File: config.mk
export PLATFORM = sky130hd
export DESIGN_NAME = light_dip_seeking_steer
export DESIGN_NICKNAME = d
export VERILOG_FILES = /design/src/rtl/core/ldss_pkg.sv /design/src/rtl/core/light_dip_seeking_steer.sv
export SDC_FILE = /design/constraint.sdc
export NUM_CORES = 1
export LEC_CHECK = 0
export BUFFER_PORTS_ARGS = -buffer_cell sky130_fd_sc_hd__buf_2
export CAP_MARGIN = 40
export CORE_MARGIN = 2
export CORE_UTILIZATION = 24
export DETAILED_ROUTE_END_ITERATION = 6
export GPL_TIMING_DRIVEN = 0
export PLACE_DENSITY_LB_ADDON = 0.05
export SYNTH_ARGS = -nofsm -noshare
export SYNTH_HDL_FRONTEND = slang
export SYNTH_SLANG_ARGS = --single-unit
File: constraint.sdc
create_clock -name clk -period 22.8 [get_ports clk]
set_input_delay 3.42 -clock clk [delete_from_list [all_inputs] [get_ports clk]]
set_output_delay 3.42 -clock clk [all_outputs]
set_load 0.05 [all_outputs]
File: src/rtl/core/ldss_pkg.sv
// Package for the light-dip seeking steer block.
// Holds the transaction structs, register indexes and order codes.
// No dependencies.
`timescale 1ns / 1ps

package ldss_pkg;

  // Input transaction: one light reading with its tick stamp
  typedef struct packed {
    logic [9:0]  light_sample;
    logic        sample_valid;
    logic [31:0] tick_now;
  } in_item_t;

  // Output transaction: one decision per completed window
  typedef struct packed {
    logic       stop_pulse;
    logic [1:0] drive_order;
    logic [1:0] led_order;
    logic [9:0] average_light;
  } out_item_t;

  // Configuration register indexes
  localparam logic [1:0] REG_SAMPLES_PER_WINDOW = 2'd0;
  localparam logic [1:0] REG_PHASE_PERIOD       = 2'd1;

  localparam logic [9:0]  SAMPLES_RESET   = 10'd500;
  localparam logic [15:0] PERIOD_RESET    = 16'd128;
  localparam logic [10:0] BAND_LOW_RESET  = 11'd1024;
  localparam logic [10:0] BAND_HIGH_RESET = 11'd0;

  // Drive orders
  localparam logic [1:0] DRIVE_KEEP  = 2'd0;
  localparam logic [1:0] DRIVE_RIGHT = 2'd1;
  localparam logic [1:0] DRIVE_LEFT  = 2'd2;

  // LED orders
  localparam logic [1:0] LED_KEEP = 2'd0;
  localparam logic [1:0] LED_RED  = 2'd1;
  localparam logic [1:0] LED_BLUE = 2'd2;

  // ceil(2^18 / 5): floor(y * RECIP5 >> 18) == floor(y / 5) for y < 2^18
  localparam logic [15:0] RECIP5 = 16'd52429;

  localparam int unsigned SUM_W = 20;

endpackage

File: src/rtl/core/light_dip_seeking_steer.sv
// Top level of the light-dip seeking steer block.
// Window averaging with a bit-serial divider, band tracking and phase control.
// Depends on ldss_pkg.
`timescale 1ns / 1ps

// Usage
//   Input channel (in_valid / in_stall / in_item): one light reading per
//   transaction. A reading with sample_valid low is taken and dropped.
//   Output channel (out_valid / out_stall / out_item): one decision per
//   completed window, held in an output register until taken.
//   Config channel (cfg_valid / cfg_ready / cfg_index / cfg_data): always
//   ready; index 0 is samples_per_window, index 1 is phase_period, other
//   indexes are ignored. Write only while the block is idle.
// Sequence
//   A reading that does not close a window leaves the block idle. A closing
//   reading runs the restoring divider (one quotient bit per cycle over the
//   20-bit sum), then the band and phase arithmetic step, then the emit step,
//   which registers the result. No new reading is taken until the emit step
//   is done, and an output stall holds the emit step.
// Reset
//   rst (synchronous) restores the register defaults, clears the window,
//   phase and direction state and empties the output register.
// Back-pressure
//   A result that waits on out_stall holds the emit step; input stays stalled
//   until the result register can take the new decision.

module light_dip_seeking_steer (
  input  logic                clk,
  input  logic                rst,
  input  logic                in_valid,
  output logic                in_stall,
  input  ldss_pkg::in_item_t  in_item,
  output logic                out_valid,
  input  logic                out_stall,
  output ldss_pkg::out_item_t out_item,
  input  logic                cfg_valid,
  output logic                cfg_ready,
  input  logic [1:0]          cfg_index,
  input  logic [15:0]         cfg_data
);

  localparam logic [1:0] ST_IDLE = 2'd0;
  localparam logic [1:0] ST_DIV  = 2'd1;
  localparam logic [1:0] ST_BAND = 2'd2;
  localparam logic [1:0] ST_EMIT = 2'd3;

  localparam int unsigned SW = ldss_pkg::SUM_W;
  localparam int unsigned CW = $clog2(SW);
  localparam logic [CW-1:0] DIV_LAST = CW'(SW - 1);

  // Configuration registers
  logic [9:0]  samples_per_window;
  logic [15:0] phase_period;

  // Block state
  logic [1:0]  state;
  logic [31:0] period_start;
  logic        phase_high;
  logic        turn_left;
  logic        last_turn_left;
  logic [10:0] band_low;
  logic [10:0] band_high;
  logic [SW-1:0] window_sum;
  logic [9:0]  window_fill;

  // Work registers for the window in flight
  logic [31:0]   tick;
  logic [9:0]    divisor;
  logic [SW-1:0] quo;
  logic [9:0]    rem;
  logic [CW-1:0] div_count;
  logic [9:0]    avg;
  logic [10:0]   cand_low;
  logic [10:0]   cand_high;
  logic          restart;
  logic [15:0]   elapsed;

  // Accept path
  logic          in_take;
  logic [SW-1:0] sum_next;
  logic [9:0]    fill_next;
  logic [9:0]    len;

  assign in_stall  = (state != ST_IDLE);
  assign in_take   = in_valid && !in_stall;
  assign cfg_ready = 1'b1;

  assign sum_next  = window_sum + {{(SW-10){1'b0}}, in_item.light_sample};
  assign fill_next = window_fill + 10'd1;
  assign len       = (samples_per_window == 10'd0) ? 10'd1 : samples_per_window;

  // One restoring divide step: shift in the next dividend bit, try subtract
  logic [10:0] rem_sh;
  logic [11:0] diff;
  logic        qbit;
  logic [9:0]  rem_next;

  assign rem_sh   = {rem, quo[SW-1]};
  assign diff     = {1'b0, rem_sh} - {2'b00, divisor};
  assign qbit     = !diff[11];
  assign rem_next = qbit ? diff[9:0] : rem_sh[9:0];

  // Band candidates: round(0.95*avg) and round(1.05*avg), halves up
  logic [14:0] t_low;
  logic [14:0] t_high;
  logic [28:0] p_low;
  logic [28:0] p_high;

  assign t_low  = ({5'd0, avg} << 4) + ({5'd0, avg} << 1) + {5'd0, avg} + 15'd10;
  assign t_high = ({5'd0, avg} << 4) + ({5'd0, avg} << 2) + {5'd0, avg} + 15'd10;
  assign p_low  = {16'd0, t_low[14:2]} * {13'd0, ldss_pkg::RECIP5};
  assign p_high = {16'd0, t_high[14:2]} * {13'd0, ldss_pkg::RECIP5};

  // Sawtooth position from the latched tick
  logic [31:0] elapsed_full;
  assign elapsed_full = tick - period_start;

  // Decision logic for the emit step
  logic        emit_free;
  logic        band_dark;
  logic        band_bright;
  logic        turn_next;
  logic        above_half;
  logic        stop;
  logic [1:0]  drive;
  logic [1:0]  led;
  logic        phase_next;
  logic        last_next;

  assign emit_free   = !out_valid || !out_stall;
  assign band_dark   = {1'b0, avg} < band_low;
  assign band_bright = !band_dark && ({1'b0, avg} > band_high);
  assign turn_next   = band_bright ? !turn_left : turn_left;
  assign stop        = band_bright;
  assign above_half  = {elapsed, 1'b0} > {1'b0, phase_period};

  always_comb begin
    drive      = ldss_pkg::DRIVE_KEEP;
    led        = ldss_pkg::LED_KEEP;
    phase_next = phase_high;
    last_next  = last_turn_left;
    if (!phase_high) begin
      if (above_half) begin
        phase_next = 1'b1;
        led        = ldss_pkg::LED_BLUE;
        if (!turn_next && last_turn_left) begin
          drive     = ldss_pkg::DRIVE_RIGHT;
          last_next = 1'b0;
        end
      end
    end else begin
      if (!above_half) begin
        phase_next = 1'b0;
        led        = ldss_pkg::LED_RED;
        if (turn_next && !last_turn_left) begin
          drive     = ldss_pkg::DRIVE_LEFT;
          last_next = 1'b1;
        end
      end
    end
  end

  // Configuration writes
  always_ff @(posedge clk) begin
    if (rst) begin
      samples_per_window <= ldss_pkg::SAMPLES_RESET;
      phase_period       <= ldss_pkg::PERIOD_RESET;
    end else if (cfg_valid && cfg_ready) begin
      case (cfg_index)
        ldss_pkg::REG_SAMPLES_PER_WINDOW: samples_per_window <= cfg_data[9:0];
        ldss_pkg::REG_PHASE_PERIOD:       phase_period       <= cfg_data;
        default: ;
      endcase
    end
  end

  // Work registers: payload, no reset needed
  always_ff @(posedge clk) begin
    case (state)
      ST_IDLE: begin
        // Latch the closing window's sum, length and tick
        tick      <= in_item.tick_now;
        divisor   <= len;
        quo       <= sum_next;
        rem       <= 10'd0;
        div_count <= '0;
      end
      ST_DIV: begin
        quo       <= {quo[SW-2:0], qbit};
        rem       <= rem_next;
        div_count <= div_count + CW'(1);
        if (div_count == DIV_LAST) begin
          // Saturate the average at the 10-bit ceiling
          if (|quo[SW-2:9])
            avg <= 10'd1023;
          else
            avg <= {quo[8:0], qbit};
        end
      end
      ST_BAND: begin
        cand_low  <= p_low[28:18];
        cand_high <= p_high[28:18];
        if (elapsed_full >= {16'd0, phase_period}) begin
          restart <= 1'b1;
          elapsed <= 16'd0;
        end else begin
          restart <= 1'b0;
          elapsed <= elapsed_full[15:0];
        end
      end
      default: ;
    endcase
    if (state == ST_EMIT && emit_free) begin
      out_item.stop_pulse    <= stop;
      out_item.drive_order   <= drive;
      out_item.led_order     <= led;
      out_item.average_light <= avg;
    end
  end

  // Control and block state
  always_ff @(posedge clk) begin
    if (rst) begin
      state          <= ST_IDLE;
      out_valid      <= 1'b0;
      period_start   <= 32'd0;
      phase_high     <= 1'b0;
      turn_left      <= 1'b0;
      last_turn_left <= 1'b0;
      band_low       <= ldss_pkg::BAND_LOW_RESET;
      band_high      <= ldss_pkg::BAND_HIGH_RESET;
      window_sum     <= '0;
      window_fill    <= 10'd0;
    end else begin
      // Raise valid as a decision enters the output register; drop the held
      // result once the receiver takes it
      if (state == ST_EMIT && emit_free)
        out_valid <= 1'b1;
      else if (out_valid && !out_stall)
        out_valid <= 1'b0;
      case (state)
        ST_IDLE: begin
          if (in_take && in_item.sample_valid) begin
            if (fill_next < len) begin
              window_sum  <= sum_next;
              window_fill <= fill_next;
            end else begin
              // Window closes: clear it and start the divider
              window_sum  <= '0;
              window_fill <= 10'd0;
              state       <= ST_DIV;
            end
          end
        end
        ST_DIV: begin
          if (div_count == DIV_LAST)
            state <= ST_BAND;
        end
        ST_BAND: begin
          state <= ST_EMIT;
        end
        ST_EMIT: begin
          // Hold until the output register is free
          if (emit_free) begin
            if (band_dark || band_bright) begin
              band_low  <= cand_low;
              band_high <= cand_high;
            end
            turn_left      <= turn_next;
            phase_high     <= phase_next;
            last_turn_left <= last_next;
            if (restart)
              period_start <= tick;
            state <= ST_IDLE;
          end
        end
        default: state <= ST_IDLE;
      endcase
    end
  end

endmodule
==> results.tsv, run 1 <==
stage	metric	value	unit
sta	slew-limit-headroom	44.7	%
floorplanning	row_count	107	
placement	place_ws	13.89	ns
power_and_ir_drop	power.density	60.9	nW/um2
power_and_ir_drop	seqPwrFrac	39.6	%
global_routing	grt_pass1_vias	15771	
yosys	ys_ff_latch	257	
yosys	yosysUniqueCellTypes	82	
yosys	netlist_instances	2200	
clock_tree	clk-insertion-delay-late	0.56	ns
route	met1_length	28.9	mm
worst_setup_path	worst_ep_arrival_time	9.11	ns
yosys	netlist_top_cells_area	edfxtp_1, ha_1, dfxtp_1	
yosys	yosys_warnings	0	
sta	hold_viol	0	
worst_setup_path	r2r_start	avg[3]	
power_and_ir_drop	switching_share	31.8	%
global_routing	grt_overflow	0	
worst_setup_path	crit_type	flop to flop	
yosys	ys_top_cells_by_count	inv_1, ha_1, nand2_1	
sta	fmax	114	MHz
clock_tree	cts_buffers	35	
placement	place_inst	3434	
layout	final_nets	2811	
min_path	min_from	period_start[22]	
sta	slew_violations	0	
min_path	hold_class	flop to flop	
clock_tree	cts.sinks	257	
sta	fin_crit_sh	38.5	%
route	drt-initial-drc-count	695	
run	drv_cap	0	
status	outcome	finished clean	
clock_tree	htreeDepth	2	
power_and_ir_drop	power.switching	0.000460	W
route	wire_per_inst	16.3	um
sta	finClkSkew	0.0308	ns
yosys	synthArstFlopShare	0	%
power_and_ir_drop	p_int	0.000988	W
sta	finalCriticalPeriod	8.78	ns
placement	dpl.hpwl	46.0	mm
floorplanning	die_width	297	um
route	wl	57.1	mm
worst_setup_path	worstSetupEndpointType	flop	
yosys	synth_flop_cell	edfxtp_1	
layout	multi_input_area	12600	um2
route	drt_pass1_iterations	5	
route	wl_met3	1.75	mm
worst_setup_path	crit_slowest_cell	edfxtp_1	
yosys	synth-edff-count	141	
power_and_ir_drop	peakVddDrop	0.0454	mV
layout	drive_above_1_share	7.39	%
power_and_ir_drop	combPwrFrac	22.9	%
sta	worst_slew_pin_slew	0.828	ns
floorplanning	dieArea	88500	um2
power_and_ir_drop	clockPowerShare	37.6	%
route	via_count	15239	
floorplanning	start_util	24.2	%
yosys	yosysMostFrequentCell	inv_1	
layout	seq_area	6560	um2
yosys	postSynthAreaPerCell	9.39	um2
clock_tree	ctsResizeCount	0	
clock_tree	cts_setup_buffers	0	
floorplanning	core_area	85300	um2
floorplanning	io_pins	84	
clock_tree	clockBufferDepth	3	
layout	fin_util	27.9	%
worst_setup_path	worstSetupStartpoint	avg[3]	
global_routing	grt_max_degree	34	
clock_tree	cts-root-buf	clkbuf_16	
global_routing	grt_pass1_wl	90.3	mm
clock_tree	cts_tree	yes	
power_and_ir_drop	leakage	10.2	nW
route	wl_met2	25.6	mm
clock_tree	path_clk_slew	0.06	ns
layout	stdcell_count	3497	
placement	routabilityCongestion	0.762	
yosys	yosysSeqAreaShare	31.7	%
sta	fin_ws	14.02	ns
yosys	synth_nets	2684	
layout	antennaDiodeCount	0	
global_routing	antenna_found_initial	1	
sta	finalSetupTns	0	ns
route	top_layer_used	met5	
sta	setup_viol	0	
yosys	synth_top_cell_area_share	20.5	%
clock_tree	cts_hold_buf	0	
layout	synthToLayoutAreaGrowth	15.0	%
worst_setup_path	cp-start-kind	flop	
yosys	yosys.area.top_type	edfxtp_1	
worst_setup_path	critPathRequiredTime	23.13	ns
route	drc_errors	0	
placement	place.port_buffers	81	
global_routing	grt_util_all_layers	12.9	%
yosys	syn-cell-area	20700	um2
floorplanning	fp.dieH	297	um
sta	rsz0062_at_grt	false	
route	viasPerCell	4.36	
worst_setup_path	max_stage_delay	0.75	ns
route	ant_nets	0	
layout	fill_cells	9117	
worst_setup_path	crit_fanout	8	
## sequential cells by signal, indices dropped and copies added (netlist names), 11 cells and up
register,count
band_high,11
band_low,11
cand_high,11
cand_low,11
elapsed,16
out_item,15
period_start,32
phase_period,16
quo,20
tick,32
window_sum,20
## worst max-delay path, delay by kind of cell (launching register included)
family / cells / cell delay, ns
xor+xnor: 2 / 0.60
buf+inv: 4 / 0.39
flops: 1 / 0.75
fa+ha+maj: 8 / 3.42
compound gates: 11 / 2.61
simple gates: 3 / 0.77
## cell families (layout without fill, tap and decap cells)
| kind of cell | Yosys count | after routing | synth area share (%) |
|---|---|---|---|
| and+or+nand+nor | 568 | 568 | 13.1 |
| AOI/OAI and AO/OA | 423 | 423 | 12.8 |
| adders and majority gates | 418 | 418 | 29.4 |
| buffers and inverters | 411 | 564 | 7.58 |
| DFF | 257 | 257 | 31.7 |
| xor gates and xnor gates | 92 | 92 | 3.97 |
| muxes | 30 | 30 | 1.46 |
| other | 1 | 1 | 0.0181 |
## final timing paths
check                           depth (start not counted)  slack (ns)               end
worst max-delay path                                   28       14.02     cand_high[10]
worst min-delay path                                    2        0.45  period_start[22]
worst max register to register                         28       14.02     cand_high[10]
worst min register to register                          2        0.45  period_start[22]
## per-layer routing
layer	vias to the layer above	GRT usage (%)
met4	2	2.36
met1	7214	18.4
met3	49	2.06
met2	187	20.8
met5	-	0
li1	7787	-
## placed cells by master (no fill, tap or decap), types with 16 or more instances in the layout
cell type / instances
inv_1: 346
ha_1: 304
nand2_1: 193
a21oi_1: 161
edfxtp_1: 141
nor2_1: 140
dfxtp_1: 116
fa_1: 112
o21ai_0: 90
buf_2: 85
clkbuf_1: 62
xnor2_1: 48
nand3_1: 47
xor2_1: 43
nor3_1: 41
a21o_1: 35
clkbuf_16: 35
mux2i_1: 29
nand2b_1: 19
nor2b_1: 18
o21a_1: 16
and3_1: 16
## power groups by stage
stage | Clock [W] | Sequential [W] | Combinational (W)
after global placement | 0 | 0.000586 | 0.000328
after CTS | 0.000567 | 0.000574 | 0.000337
after floorplan | 0 | 0.000573 | 0.000229
after detailed placement | 0 | 0.000583 | 0.000336
final | 0.000544 | 0.000573 | 0.000331
after global routing | 0.000585 | 0.000578 | 0.000375
## metrics by stage
step	instance area (um2)	power, W	hold WS [ns]
floorplan	20700	0.000802	0.434
global placement	22500	0.000913	0.444
detailed placement	22600	0.000919	0.448
CTS	23800	0.00148	0.455
global route	23800	0.00154	0.467
finish	23800	0.00145	0.453
## final cells by class
class | count | share of cell area (%)
multi-input cells | 1532 | 52.8
flip-flops and latches | 257 | 27.6
well taps | 1144 | 6.02
inverters | 347 | 5.48
clock buffers | 48 | 4.06
repair buffers | 90 | 2.23
plain buffers | 64 | 1.11
clock inverters | 15 | 0.679
Power figures use the tool's default switching activity.
==> run 2: changes to the inputs <==
Clock period 22.8 ns to 9.09 ns, I/O delays scaled along.
==> run 2 against run 1 <==
- clock power rose to 2.5 times the previous value
- cell area rose by 0.61%
- via count is 0.24% higher
- core utilization rose by 0.17 points
- register-to-register slack got worse by 13 ns
- flip-flop and latch count is the same
- die area stayed put
- critical path depth down 3
- sequential share of layout area is 0.17 points lower
- maximum frequency increased by 3.8%
- clock skew about the same
- clock-buffer cell count unchanged
==> results.tsv, run 2 (synthesized netlist as in run 1, its figures left out) <==
stage	metric	value	unit	change
route	wl	57.2	mm	+0.20%
floorplanning	die_width	297	um	unchanged
placement	place_ws	0.175	ns	-13.71 ns
power_and_ir_drop	power.density	152	nW/um2	+150%
layout	mostFrequentLayoutCell	inv_1		
run	drv_cap	0		unchanged
clock_tree	cts.sinks	257		unchanged
floorplanning	start_util	24.2	%	unchanged
route	via_count	15276		+0.24%
clock_tree	clockBufferDepth	3		unchanged
layout	multi_input_area	12600	um2	unchanged
sta	hold_viol	0		unchanged
status	outcome	finished clean		
sta	finalSetupTns	0	ns	unchanged
sta	worst_slew_pin_slew	0.845	ns	+0.0168 ns
layout	seq_area	6560	um2	unchanged
power_and_ir_drop	leakage	10.3	nW	+0.79%
worst_setup_path	worstSetupEndpointType	flop		
sta	fin_ws	0.633	ns	-13.39 ns
placement	place.port_buffers	81		unchanged
sta	slew_violations	0		unchanged
route	viasPerCell	4.35		-0.19%
layout	mostFrequentLayoutCells	inv_1, ha_1, nand2_1		
route	wire_per_inst	16.3	um	-0.23%
global_routing	grt_max_degree	34		unchanged
clock_tree	htreeDepth	2		unchanged
sta	finalCriticalPeriod	8.46	ns	-0.318 ns
clock_tree	clk-insertion-delay-late	0.56	ns	about the same
clock_tree	cts-root-buf	clkbuf_16		
route	ant_nets	0		unchanged
min_path	hold_class	flop to flop		
worst_setup_path	worst_ep_arrival_time	8.79	ns	-0.32 ns
sta	setup_viol	0		unchanged
worst_setup_path	crit_fanout	9		+1
layout	final_nets	2825		+0.50%
global_routing	grt_util_all_layers	12.9	%	unchanged
floorplanning	io_pins	84		unchanged
clock_tree	path_clk_slew	0.06	ns	about the same
global_routing	antenna_found_initial	1		unchanged
worst_setup_path	critPathRequiredTime	9.42	ns	-13.71 ns
route	drc_errors	0		unchanged
global_routing	grt_pass1_wl	90.3	mm	unchanged
route	drt-initial-drc-count	651		-6.3%
power_and_ir_drop	power	0.00363	W	+150%
power_and_ir_drop	peakVddDrop	0.114	mV	+150%
worst_setup_path	cp-start-kind	flop		
global_routing	grt_overflow	0		unchanged
clock_tree	cts_hold_buf	0		unchanged
layout	synthToLayoutAreaGrowth	15.7	%	
layout	fill_cells	9113		-0.044%
worst_setup_path	crit_type	flop to flop		
global_routing	grt_pass1_vias	15771		unchanged
clock_tree	cts_buffers	35		unchanged
floorplanning	fp.dieH	297	um	unchanged
layout	fin_util	28.0	%	+0.17 points
floorplanning	core_area	85300	um2	unchanged
sta	fin_crit_sh	93.0	%	+55 points
sta	rsz0062_at_grt	false		
sta	slew-limit-headroom	43.6	%	-1.1 points
clock_tree	cts_tree	yes		
sta	fmax	118	MHz	+3.8%
layout	drive_above_1_share	7.94	%	+0.55 points
layout	reg_top3	period_start (32), tick (32)		
floorplanning	row_count	107		unchanged
placement	routabilityCongestion	0.762		unchanged
placement	dpl.hpwl	46.0	mm	unchanged
route	drt_pass1_iterations	5		unchanged
floorplanning	dieArea	88500	um2	unchanged
sta	finClkSkew	0.0305	ns	-0.000276 ns
## run 2: changes by cell type in the layout (fill, tap and decap cells not counted)
cell     delta
buf_4      +11
buf_12      +3
diode_2     +1
## run 2: final cells by class
cell class | instances | share of cell area [%]
diodes | 1 | 0.0105
plain buffers | 64 | 1.10
clock buffers | 48 | 4.03
clock inverters | 15 | 0.675
inverters | 347 | 5.45
multi-input cells | 1532 | 52.5
flip-flops and latches | 257 | 27.4
well taps | 1144 | 5.99
repair buffers | 104 | 2.82
## run 2: worst max-delay path: stages, from the launching register on
cell and delay, ns:
edfxtp_1 0.80, fa_1 0.53, ha_1 0.33, inv_1 0.08, o21bai_1 0.07, a21oi_1 0.24, o21bai_1 0.12, a41o_1 0.26
o41ai_1 0.49, xnor2_1 0.30, ha_1 0.36, fa_1 0.60, inv_1 0.10, fa_1 0.52, fa_1 0.51, fa_1 0.51
inv_1 0.04, ha_1 0.28, nand2_1 0.05, or4_1 0.56, a31oi_1 0.47, nand4_1 0.16, o211ai_1 0.22, o41a_1 0.23
a21oi_1 0.10, xnor2_1 0.30
## run 2: final timing paths
check,slack (ns),to,cells after the start,from
setup / recovery,0.63,cand_high[10],25,avg[5]
hold / removal,0.45,period_start[22],2,period_start[22]
setup reg to reg,0.63,cand_high[10],25,avg[5]
hold reg to reg,0.45,period_start[22],2,period_start[22]
## run 2: power by group
group	internal [W]	switching, W	leakage (nW)
Combinational	0.000302	0.000528	7.42
Sequential	0.00137	0.0000660	2.34
Clock	0.000805	0.000559	0.545
## run 2: timing repair
action | in CTS | in global routing
gates resized for setup | 0 | 0
endpoints found under the hold margin | 0 | 0
setup buffers | 0 | 14
endpoints found under the setup margin | 0 | 8
## run 2: stage by stage
step	hold slack, ns	instances	cell area, um2
finish	0.453	3512	23900
global route	0.467	3511	23900
CTS	0.455	3497	23800
detailed placement	0.448	3434	22600
global placement	0.444	3425	22500
floorplan	0.434	2200	20700
## run 2: per-layer routing
| metal | track usage, % | wire length [um] | vias to the layer above |
|---|---|---|---|
| li1 | - | - | 7818 |
| met1 | 18.4 | 29000 | 7225 |
| met2 | 20.8 | 25700 | 182 |
| met3 | 2.06 | 1690 | 49 |
| met4 | 2.36 | 791 | 2 |
| met5 | 0 | 13 | - |
